`src/design/psm_pkg.sv`:
```
`timescale 1ns / 1ps
// shared types, constants and codes for the page slot memory map
package psm_pkg;

  // address space and page geometry
  localparam int ADDR_BITS  = 20;
  localparam int PAGE_BITS  = 12;
  localparam int SLOT_BITS  = ADDR_BITS - PAGE_BITS;
  localparam int SLOT_COUNT = 1 << SLOT_BITS;
  localparam int CNT_BITS   = SLOT_BITS + 1;
  localparam int LEN_BITS   = ADDR_BITS + 1;
  localparam int SUM_BITS   = LEN_BITS + 1;
  localparam int ID_BITS    = 4;
  localparam int STAT_BITS  = 3;
  localparam int FILL_BITS  = 16;

  // queue between front and back, depth a power of two
  localparam int QUEUE_DEPTH = 2;
  localparam int QPTR_BITS   = $clog2(QUEUE_DEPTH);

  // fill data for unmapped reads
  localparam logic [FILL_BITS-1:0] FILL_WORD = 16'hF00F;
  localparam logic [FILL_BITS-1:0] FILL_BYTE = 16'h000F;

  // opcodes
  localparam logic [1:0] OP_ALLOC  = 2'd0;
  localparam logic [1:0] OP_FREE   = 2'd1;
  localparam logic [1:0] OP_MAP    = 2'd2;
  localparam logic [1:0] OP_ACCESS = 2'd3;

  // status codes
  localparam logic [STAT_BITS-1:0] ST_OK        = 3'd0;
  localparam logic [STAT_BITS-1:0] ST_LEN_ALIGN = 3'd1;
  localparam logic [STAT_BITS-1:0] ST_SRC_ALIGN = 3'd2;
  localparam logic [STAT_BITS-1:0] ST_WIN_ALIGN = 3'd3;
  localparam logic [STAT_BITS-1:0] ST_SRC_RANGE = 3'd4;
  localparam logic [STAT_BITS-1:0] ST_WIN_RANGE = 3'd5;

  // work kinds handed from front to back
  typedef enum logic [2:0] {
    JOB_DONE,
    JOB_ALLOC,
    JOB_FREE,
    JOB_MAP,
    JOB_ACCESS
  } job_kind_t;

  // incoming item
  typedef struct packed {
    logic [1:0]           opcode;
    logic [ID_BITS-1:0]   block_number;
    logic [ADDR_BITS-1:0] address;
    logic [ADDR_BITS-1:0] window_address;
    logic [LEN_BITS-1:0]  length;
    logic                 word_access;
    logic                 is_write;
  } request_t;

  // outgoing item
  typedef struct packed {
    logic [STAT_BITS-1:0] status;
    logic                 replaced;
    logic                 mapped;
    logic [ID_BITS-1:0]   hit_block;
    logic [ADDR_BITS-1:0] offset;
    logic [FILL_BITS-1:0] fill_value;
  } result_t;

  // classified item in the queue
  typedef struct packed {
    job_kind_t            kind;
    logic [STAT_BITS-1:0] status;
    logic [ID_BITS-1:0]   id;
    logic [SLOT_BITS-1:0] src_slot;
    logic [SLOT_BITS-1:0] dst_slot;
    logic [CNT_BITS-1:0]  count;
    logic [ADDR_BITS-1:0] base;
    logic [ADDR_BITS-1:0] shift;
    logic                 word_access;
    logic                 is_write;
  } job_t;

  // one page slot entry
  typedef struct packed {
    logic [ID_BITS-1:0]   id;
    logic [ADDR_BITS-1:0] base;
  } slot_t;

endpackage

```
`src/design/psm_queue.sv`:
```
`timescale 1ns / 1ps
// short queue of classified items between front and back
module psm_queue (
  input  logic          clk,
  input  logic          rst,
  input  logic          push,
  input  psm_pkg::job_t job_in,
  input  logic          pop,
  output psm_pkg::job_t head,
  output logic          empty,
  output logic          full
);
  import psm_pkg::*;

  job_t                 entries [QUEUE_DEPTH];
  logic [QPTR_BITS-1:0] wr_ptr;
  logic [QPTR_BITS-1:0] rd_ptr;
  logic [QPTR_BITS:0]   fill;

  // pointers and fill level, pointers wrap at the power-of-two depth
  always_ff @(posedge clk) begin
    if (rst) begin
      wr_ptr <= '0;
      rd_ptr <= '0;
      fill   <= '0;
    end else begin
      if (push) wr_ptr <= wr_ptr + 1'b1;
      if (pop) rd_ptr <= rd_ptr + 1'b1;
      case ({push, pop})
        2'b10:   fill <= fill + 1'b1;
        2'b01:   fill <= fill - 1'b1;
        default: fill <= fill;
      endcase
    end
  end

  // entry storage
  always_ff @(posedge clk) begin
    if (push) entries[wr_ptr] <= job_in;
  end

  assign head  = entries[rd_ptr];
  assign empty = (fill == '0);
  assign full  = (fill == (QPTR_BITS + 1)'(QUEUE_DEPTH));

endmodule

```
`config.mk`:
```
export PLATFORM = sky130hd
export DESIGN_NAME = psm_queue
export DESIGN_NICKNAME = d
export VERILOG_FILES = /design/src/design/psm_pkg.sv /design/src/design/psm_queue.sv
export SDC_FILE = /design/constraint.sdc
export NUM_CORES = 1
export LEC_CHECK = 0
export BUFFER_PORTS_ARGS = -buffer_cell sky130_fd_sc_hd__buf_2
export CAP_MARGIN = 15
export CORE_MARGIN = 8
export CORE_UTILIZATION = 56
export DETAILED_ROUTE_END_ITERATION = 8
export PLACE_DENSITY_LB_ADDON = 0.12
export SLEW_MARGIN = 20
export SYNTH_ARGS = -nofsm -noshare
export SYNTH_HDL_FRONTEND = slang
export SYNTH_SLANG_ARGS = --single-unit
```
`constraint.sdc`:
```
create_clock -name clk -period 10.13 [get_ports clk]
set_input_delay 2.026 -clock clk [delete_from_list [all_inputs] [get_ports clk]]
set_output_delay 2.026 -clock clk [all_outputs]
set_load 0.02 [all_outputs]
```
==> impl_metrics.ini <==
[detailed_routing]
vias_per_cell = 5.02
wl_um = 10600
drt_iter0_drc = 200
first_pass_iters = 4
wire_per_inst_um = 18.3
ant_nets = 0
drc = 0
num_vias = 2922

[die]
die_h_um = 117
die_width_um = 117
rows = 37
core-area_mm2 = 0.0102
dieArea_mm2 = 0.0138
start_util = 0.566
num_io_pins = 160

[grt]
grt_overflow_total = 0
grtUsageTotal = 0.157
grt_max_degree = 78
antenna_found_initial = 1
grt_pass1_vias = 3294
grt_pass1_wl_um = 16600

[timing]
final.setup_skew_ps = 4.41
rsz0062_at_grt = no
layout_min_cycle_time_ps = 4180
fin_setup_tns_ps = 0
relSlewSlack = 0.313
finalHoldViolations = 0
min_period_over_period = 0.412
fmax_mhz = 239
report.final.slew_viol_count = 0
worst_pin_slew_ps = 1030
final-setup-viol-count = 0

[clocking]
cts_max_path_buffers = 2
clk_pin_slew_ps = 60
cts_buffers = 17
clock-sinks = 159
clock_latency_ps = 510
ctsRootBufferMaster = clkbuf_8
cts_hold_buf = 0
cts.repair.resized = 0
cts_htree_levels = 4
cts_tree = done
cts_post_setup_buffers_inserted = 0

[logic_synthesis]
synthCells = 262
syn_nets = 344
synth_warnings = 0
syn_area_mm2 = 0.00577
synth_top_area_share = 0.802
ys_types = 15
ys_ff_latch = 159
ys_top_cells_by_area = edfxtp_1 (80%), mux2_2 (15%), dfxtp_1 (1.7%), buf_6 (0.78%), xnor2_1 (0.46%)
avgSynthCellArea_um2 = 22.0
yosysSeqAreaShare = 0.819
synth_top_area_cell = edfxtp_1

[finish]
syn_to_final_growth_pct = 27.1
utilization = 0.720
layout_common_cells = buf_2 (159), edfxtp_1 (154), mux2_2 (77)
final_cells = 582
nets = 515
mostFrequentLayoutCell = buf_2
fillCellCount = 673
drive_gt1_frac = 0.607

[power]
peakVddDrop_mv = 0.126
p_per_area_mw_per_mm2 = 220
p_leak_uw = 0.00276

[critical_path]
cp.required_ps = 8100
r2r_end = entries[0][3]
crit_arrival_ps = 2150
rrSetupSlack_ps = 8250
cp-end-kind = output port
reg2regPathDepth = 3
critical_path_class = flop to output port
r2r_start = wr_ptr
worst_setup_path_start_kind = flop
crit_fanout = 77

[placement]
placed_cells_incl_taps = 549
place_congestion = 0.701
dp_hpwl_um = 6960
port_buffers = 159

[worst_hold_path]
min_path_type = flop to flop
holdPathStages = 2
min_to = fill[1]
min-delay-start = fill[1]

[status]
status = complete, no violations

[flow_run]
max_cap_violations = 0
[flip-flops by register name (all words and copies together) (netlist names), named ones only]
signal and count:
entries 154, fill 2, rd_ptr 1, wr_ptr 1
[cell type report]
| class | instances | area, um^2 | area share |
|---|---|---|---|
| diodes | 1 | 2.50 | 0.000341 |
| clock buffers | 19 | 422 | 0.0575 |
| clock inverters | 12 | 193 | 0.0263 |
| inverters | 1 | 3.75 | 0.000512 |
| multi-input cells | 93 | 978 | 0.134 |
| flip-flops and latches | 159 | 4730 | 0.645 |
| well taps | 136 | 170 | 0.0232 |
| repair buffers | 161 | 831 | 0.113 |
[worst max path at each step]
stage / end / cells after the start
global route: head[10] / 2
global placement: entries[0][25] / 4
floorplan: entries[0][0] / 2
finish: head[53] / 2
CTS: head[10] / 2
detailed placement: entries[0][33] / 4
[Yosys cell counts]
library cell  number
dfxtp_1            5
or3_1              1
buf_6              4
and2_1             1
xor2_1             1
ha_1               1
xnor2_1            3
and2b_2            1
inv_1              1
buf_2              5
nor2_1             6
a21oi_1            1
mux2_2            77
edfxtp_1         154
o21ai_0            1
[routing by layer]
layer	wire length [um]	vias to the layer above	GRT usage	share of wire
met5	0	-	0	0
met4	148	0	0.0769	0.014
met3	728	12	0.0576	0.069
met2	5240	112	0.250	0.49
met1	4510	1426	0.184	0.42
li1	-	1372	-	-
[cell families (layout without fill, tap and decap cells)]
group                    Yosys count  count (layout)  share of synthesized area
AND/OR/NAND/NOR                    9               9                    0.00760
flip-flops                       159             159                      0.819
multiplexers                      77              77                      0.150
other                              0               1                          0
AO/OA/AOI/OAI                      2               2                    0.00173
buffers and inverters             10             193                     0.0128
adder cells (fa/ha/maj)            1               1                    0.00217
XOR/XNOR                           4               4                    0.00608
[per-stage QoR]
stage / hold WS (ps) / worst slack, ps / total power, uW / instance area (um^2)
after CTS: 496 / 5860 / 1630 / 7300
after global routing: 532 / 5800 / 1670 / 7330
after global placement: 480 / 6040 / 972 / 6680
after detailed placement: 486 / 6000 / 976 / 6680
after floorplan: 461 / 4300 / 911 / 5770
final: 496 / 5950 / 1610 / 7330
[worst max-delay path, cell delays in order, from the launching register on]
cell	delay [ps]
dfxtp_4	1020
mux2_2	430
buf_2	160
[power by group]
part | internal, uW | total, uW | switching, uW
clock network | 421 | 653 | 232
registers | 767 | 789 | 21.0
logic | 73.6 | 172 | 98.6
total | 1260 | 1610 | 352
Note: power is estimated with default switching activity, not from simulation.
