==> src/design/psm_pkg.sv <==
`timescale 1ns / 1ps
// shared types, constants and codes for the page slot memory map
package psm_pkg;

  // address space and page geometry
  localparam int ADDR_BITS  = 20;
  localparam int PAGE_BITS  = 12;
  localparam int SLOT_BITS  = ADDR_BITS - PAGE_BITS;
  localparam int SLOT_COUNT = 1 << SLOT_BITS;
  localparam int CNT_BITS   = SLOT_BITS + 1;
  localparam int LEN_BITS   = ADDR_BITS + 1;
  localparam int SUM_BITS   = LEN_BITS + 1;
  localparam int ID_BITS    = 4;
  localparam int STAT_BITS  = 3;
  localparam int FILL_BITS  = 16;

  // queue between front and back, depth a power of two
  localparam int QUEUE_DEPTH = 2;
  localparam int QPTR_BITS   = $clog2(QUEUE_DEPTH);

  // fill data for unmapped reads
  localparam logic [FILL_BITS-1:0] FILL_WORD = 16'hF00F;
  localparam logic [FILL_BITS-1:0] FILL_BYTE = 16'h000F;

  // opcodes
  localparam logic [1:0] OP_ALLOC  = 2'd0;
  localparam logic [1:0] OP_FREE   = 2'd1;
  localparam logic [1:0] OP_MAP    = 2'd2;
  localparam logic [1:0] OP_ACCESS = 2'd3;

  // status codes
  localparam logic [STAT_BITS-1:0] ST_OK        = 3'd0;
  localparam logic [STAT_BITS-1:0] ST_LEN_ALIGN = 3'd1;
  localparam logic [STAT_BITS-1:0] ST_SRC_ALIGN = 3'd2;
  localparam logic [STAT_BITS-1:0] ST_WIN_ALIGN = 3'd3;
  localparam logic [STAT_BITS-1:0] ST_SRC_RANGE = 3'd4;
  localparam logic [STAT_BITS-1:0] ST_WIN_RANGE = 3'd5;

  // work kinds handed from front to back
  typedef enum logic [2:0] {
    JOB_DONE,
    JOB_ALLOC,
    JOB_FREE,
    JOB_MAP,
    JOB_ACCESS
  } job_kind_t;

  // incoming item
  typedef struct packed {
    logic [1:0]           opcode;
    logic [ID_BITS-1:0]   block_number;
    logic [ADDR_BITS-1:0] address;
    logic [ADDR_BITS-1:0] window_address;
    logic [LEN_BITS-1:0]  length;
    logic                 word_access;
    logic                 is_write;
  } request_t;

  // outgoing item
  typedef struct packed {
    logic [STAT_BITS-1:0] status;
    logic                 replaced;
    logic                 mapped;
    logic [ID_BITS-1:0]   hit_block;
    logic [ADDR_BITS-1:0] offset;
    logic [FILL_BITS-1:0] fill_value;
  } result_t;

  // classified item in the queue
  typedef struct packed {
    job_kind_t            kind;
    logic [STAT_BITS-1:0] status;
    logic [ID_BITS-1:0]   id;
    logic [SLOT_BITS-1:0] src_slot;
    logic [SLOT_BITS-1:0] dst_slot;
    logic [CNT_BITS-1:0]  count;
    logic [ADDR_BITS-1:0] base;
    logic [ADDR_BITS-1:0] shift;
    logic                 word_access;
    logic                 is_write;
  } job_t;

  // one page slot entry
  typedef struct packed {
    logic [ID_BITS-1:0]   id;
    logic [ADDR_BITS-1:0] base;
  } slot_t;

endpackage

==> src/design/psm_front.sv <==
`timescale 1ns / 1ps
// front end: accepts items, checks alignment and range, builds queue entries
module psm_front (
  input  logic              start,
  input  logic              busy,
  input  psm_pkg::request_t request,
  output logic              push,
  output psm_pkg::job_t     job
);
  import psm_pkg::*;

  localparam logic [SUM_BITS-1:0] SPACE_SIZE = SUM_BITS'(SLOT_COUNT) << PAGE_BITS;

  logic [SUM_BITS-1:0]  src_end;
  logic [SUM_BITS-1:0]  win_end;
  logic                 src_ok;
  logic                 win_ok;
  logic [SLOT_BITS-1:0] first_slot;
  logic [SLOT_BITS-1:0] win_slot;
  logic [CNT_BITS-1:0]  len_pages;
  logic [CNT_BITS-1:0]  room;
  logic [CNT_BITS-1:0]  alloc_count;

  // range checks: non-empty and last byte inside the space
  assign src_end = SUM_BITS'(request.address) + SUM_BITS'(request.length);
  assign win_end = SUM_BITS'(request.window_address) + SUM_BITS'(request.length);
  assign src_ok  = (request.length != '0) && (src_end <= SPACE_SIZE);
  assign win_ok  = (request.length != '0) && (win_end <= SPACE_SIZE);

  // page numbers and slot counts
  assign first_slot  = request.address[ADDR_BITS-1:PAGE_BITS];
  assign win_slot    = request.window_address[ADDR_BITS-1:PAGE_BITS];
  assign len_pages   = request.length[LEN_BITS-1:PAGE_BITS];
  assign room        = CNT_BITS'(SLOT_COUNT) - CNT_BITS'(first_slot);
  assign alloc_count = (len_pages < room) ? len_pages : room;

  assign push = start & ~busy;

  // classify the item
  always_comb begin
    job        = '0;
    job.kind   = JOB_DONE;
    job.status = ST_OK;
    case (request.opcode)
      OP_ALLOC: begin
        if (!src_ok) begin
          job.status = ST_SRC_RANGE;
        end else if (alloc_count != '0) begin
          job.kind     = JOB_ALLOC;
          job.id       = request.block_number;
          job.src_slot = first_slot;
          job.dst_slot = first_slot;
          job.count    = alloc_count;
          job.base     = request.address;
        end
      end
      OP_FREE: begin
        job.kind  = JOB_FREE;
        job.id    = request.block_number;
        job.count = CNT_BITS'(SLOT_COUNT);
      end
      OP_MAP: begin
        if (request.length[PAGE_BITS-1:0] != '0) begin
          job.status = ST_LEN_ALIGN;
        end else if (request.address[PAGE_BITS-1:0] != '0) begin
          job.status = ST_SRC_ALIGN;
        end else if (request.window_address[PAGE_BITS-1:0] != '0) begin
          job.status = ST_WIN_ALIGN;
        end else if (!src_ok) begin
          job.status = ST_SRC_RANGE;
        end else if (!win_ok) begin
          job.status = ST_WIN_RANGE;
        end else begin
          job.kind     = JOB_MAP;
          job.src_slot = first_slot;
          job.dst_slot = win_slot;
          job.count    = len_pages;
          job.shift    = request.window_address - request.address;
        end
      end
      default: begin
        job.kind        = JOB_ACCESS;
        job.src_slot    = first_slot;
        job.base        = request.address;
        job.word_access = request.word_access;
        job.is_write    = request.is_write;
      end
    endcase
  end

endmodule

==> config.mk <==
export PLATFORM = sky130hd
export DESIGN_NAME = psm_front
export DESIGN_NICKNAME = d
export VERILOG_FILES = /design/src/design/psm_pkg.sv /design/src/design/psm_front.sv
export SDC_FILE = /design/constraint.sdc
export NUM_CORES = 1
export LEC_CHECK = 0
export BUFFER_PORTS_ARGS = -buffer_cell sky130_fd_sc_hd__buf_2
export CAP_MARGIN = 20
export CORE_ASPECT_RATIO = 1.25
export CORE_MARGIN = 5
export CORE_UTILIZATION = 55
export DETAILED_ROUTE_END_ITERATION = 10
export GPL_ROUTABILITY_DRIVEN = 0
export PLACE_DENSITY = 0.85
export SLEW_MARGIN = 30
export SYNTH_ARGS = -nofsm -noshare
export SYNTH_HDL_FRONTEND = slang
export SYNTH_SLANG_ARGS = --single-unit
==> constraint.sdc <==
create_clock -name vclk -period 3.7
set_input_delay 0 -clock vclk [all_inputs]
set_output_delay 0 -clock vclk [all_outputs]
set_load 0.02 [all_outputs]
==> metrics <==
WP buf/inv=5; total number of vias=6,909; Fill cells=658; crit-path cells=buf_8 -> ha_1 -> fa_2 -> buf_4 -> xnor2_1 -> nand4_1 -> or4_1 -> nor4_1 -> nand4_1 -> a2111oi_4 -> nor2_2 -> or4_4 -> buf_12 -> buf_4 -> nor2_1 -> buf_2; M2 GR Usage=between 50% and 60%; critical path type=in -> out; 1st-iter DRT viols=654; post-route setup slack=0.0942 ns; residual DRC count=0; routed len/inst=18.8 um; area taken by multi-input logic gates=a little under 0.005 mm^2; Mean Syn Cell Area=between 6 and 7 um^2; final worst path period share=97.5%; core area=roughly 0.009 mm^2; first-pass GRT wire length=~29,000 um; Placed Area=0.00620 mm^2; hold path startpoint=busy; ANT cells=0; Cell Area, Synth=between 0.004 and 0.005 mm^2; Unique masters post-synth=76; DP Worst Slack=-0.201 ns; Global Route Usage Sum=approximately a third; I/O Buffers=149; row count=38; Setup Total Neg Slack=0 ns; GRT overflow=0; clkbuf count=0; busiest layer in global routing=met2; Max VDD drop=a little over 0.00008 V; Crit-path slowest cell=or4_4; Critical Path Sink=job[17]; final net count=1,076; FF+latch area=0 um^2; vias per cell=roughly 6.6; Top delay family on crit path=simple AND/OR/NAND/NOR gates; die area=between 0.01 and 0.015 mm^2; CP required=roughly 3.7 ns; post-DP HPWL=around 15,000 um; slew margin rel.=around 64%; status=complete, no violations; design area=0.00657 mm^2; final hold vios=0; Static Leak=roughly 3.2 nW; Max Slew Vio Count=0; max incr delay on CP=approximately 0.54 ns; Max Freq=approximately 0.28 GHz; P&R area growth vs syn=32.7%; antenna violations before repair=0; hold crit path type=in -> out; Post-Route WL=slightly below 20,000 um; vias in the first global route=a little over 6,000; final antenna-violating net count=0; Die W=94.9 um; synth warn=0; crit path launch=request[2]; Worst Setup End Kind=primary output; worst slew pin tran=about 0.53 ns; largest net degree at the start of global routing=15; Crit Path Max Fanout=8; PD cells=169 mW/mm^2; startpoint types=input pin; minimum clock period=between 3 and 4 ns; Final setup viols=0; worst hold slack=0.250 ns; Syn Inst Count=approximately 740; grt met1 use=39.0%; total iterations of the first detailed-routing run=6; io pins=about 150; fraction of layout cells with a size suffix above 1=a little under a third; WP depth=16; Post-CTS Hold Fix Bufs=0; syn_nets=between 800 and 900; FFs & Latches=0; Seq/Total Area, Yosys=0%; max-cap viol count=0; Die H=approximately 120 um; met3 usage=2.96%; CP arrival=between 3 and 4 ns; Starting Density=56.6%
synthesized netlist by cell type (8+ instances only):
cell	number	area, um^2
xnor2_1	11	96.3
nand4_1	9	56.3
nor4_1	17	106
nand2b_1	13	81.3
o31ai_1	8	60.1
a21o_1	13	97.6
xor2_1	14	123
and3_1	11	68.8
nor3_1	25	125
a211oi_1	11	82.6
o21ai_0	48	240
inv_1	68	255
a21oi_1	46	230
nor2_1	69	259
o21a_1	12	90.1
ha_1	69	863
clkbuf_1	23	86.3
nor2b_1	16	100
nand3_1	23	115
nor2_2	8	50.1
mux2i_1	12	120
a22o_1	9	78.8
nand2_1	47	176
and2_1	25	156
where the power goes:
group / internal [W] / switching (W) / leakage, nW
registers: 0 / 0 / 0
clock network: 0 / 0 / 0
logic: 0.000460 / 0.000647 / 3.23
how the worst min path moves through the flow:
stage	slack, ns	depth (start not counted)	to
after floorplan	0.08	1	push
after global placement	0.25	3	push
after detailed placement	0.25	3	push
after CTS	0.25	3	push
after global routing	0.26	3	push
final	0.25	3	push
tightest hold or removal path, cell delays in order:
cell	delay (ns)
buf_2	0.08
nor2b_1	0.03
buf_2	0.14
logic make-up (layout without fill, tap and decap cells):
kind of cell	count (synthesis)	after routing	synth area share, %
muxes	15	15	3.11
buffers and inverters	99	289	8.06
adders and majority gates	72	72	18.6
and+or+nand+nor	300	300	32.5
AOI/OAI and AO/OA	230	230	33.2
xor gates and xnor gates	25	25	4.42
cells in the final DEF, fill, tap and decap left out, drive strengths merged, types with 17 or more instances in the layout:
cell	count
nor2	77
nand3	23
buf	221
nand2	47
ha	69
nor4	17
o21ai	51
inv	68
a21oi	47
and2	25
nor2b	18
nor3	29
cell type report:
cell class                 instances  area share (%)
timing repair buffer             221            20.7
tap                              120            2.28
multi-input combinational        642            73.2
inverter                          68            3.88
per-stage QoR:
step,utilization [%],total power [W],std cells
after floorplan,-,0.000657,741
after global placement,70.8,0.000980,1044
after detailed placement,70.8,0.000995,1044
after CTS,72.2,0.00102,1049
after global routing,75.1,0.00119,1051
final,75.1,0.00111,1051
per-layer routing:
layer / wire (um) / vias to the layer above
met5: 0 / -
met4: 989 / 0
li1: - / 3145
met2: 9880 / 483
met1: 7040 / 3171
met3: 1860 / 110
timing repair:
action,in CTS,in global routing
setup buffers,4,2
endpoints found under the setup margin,36,67
pin swaps,13,23
gates cloned,1,0
gates resized for setup,21,55
No activity file was read; power rests on OpenSTA's default activity.
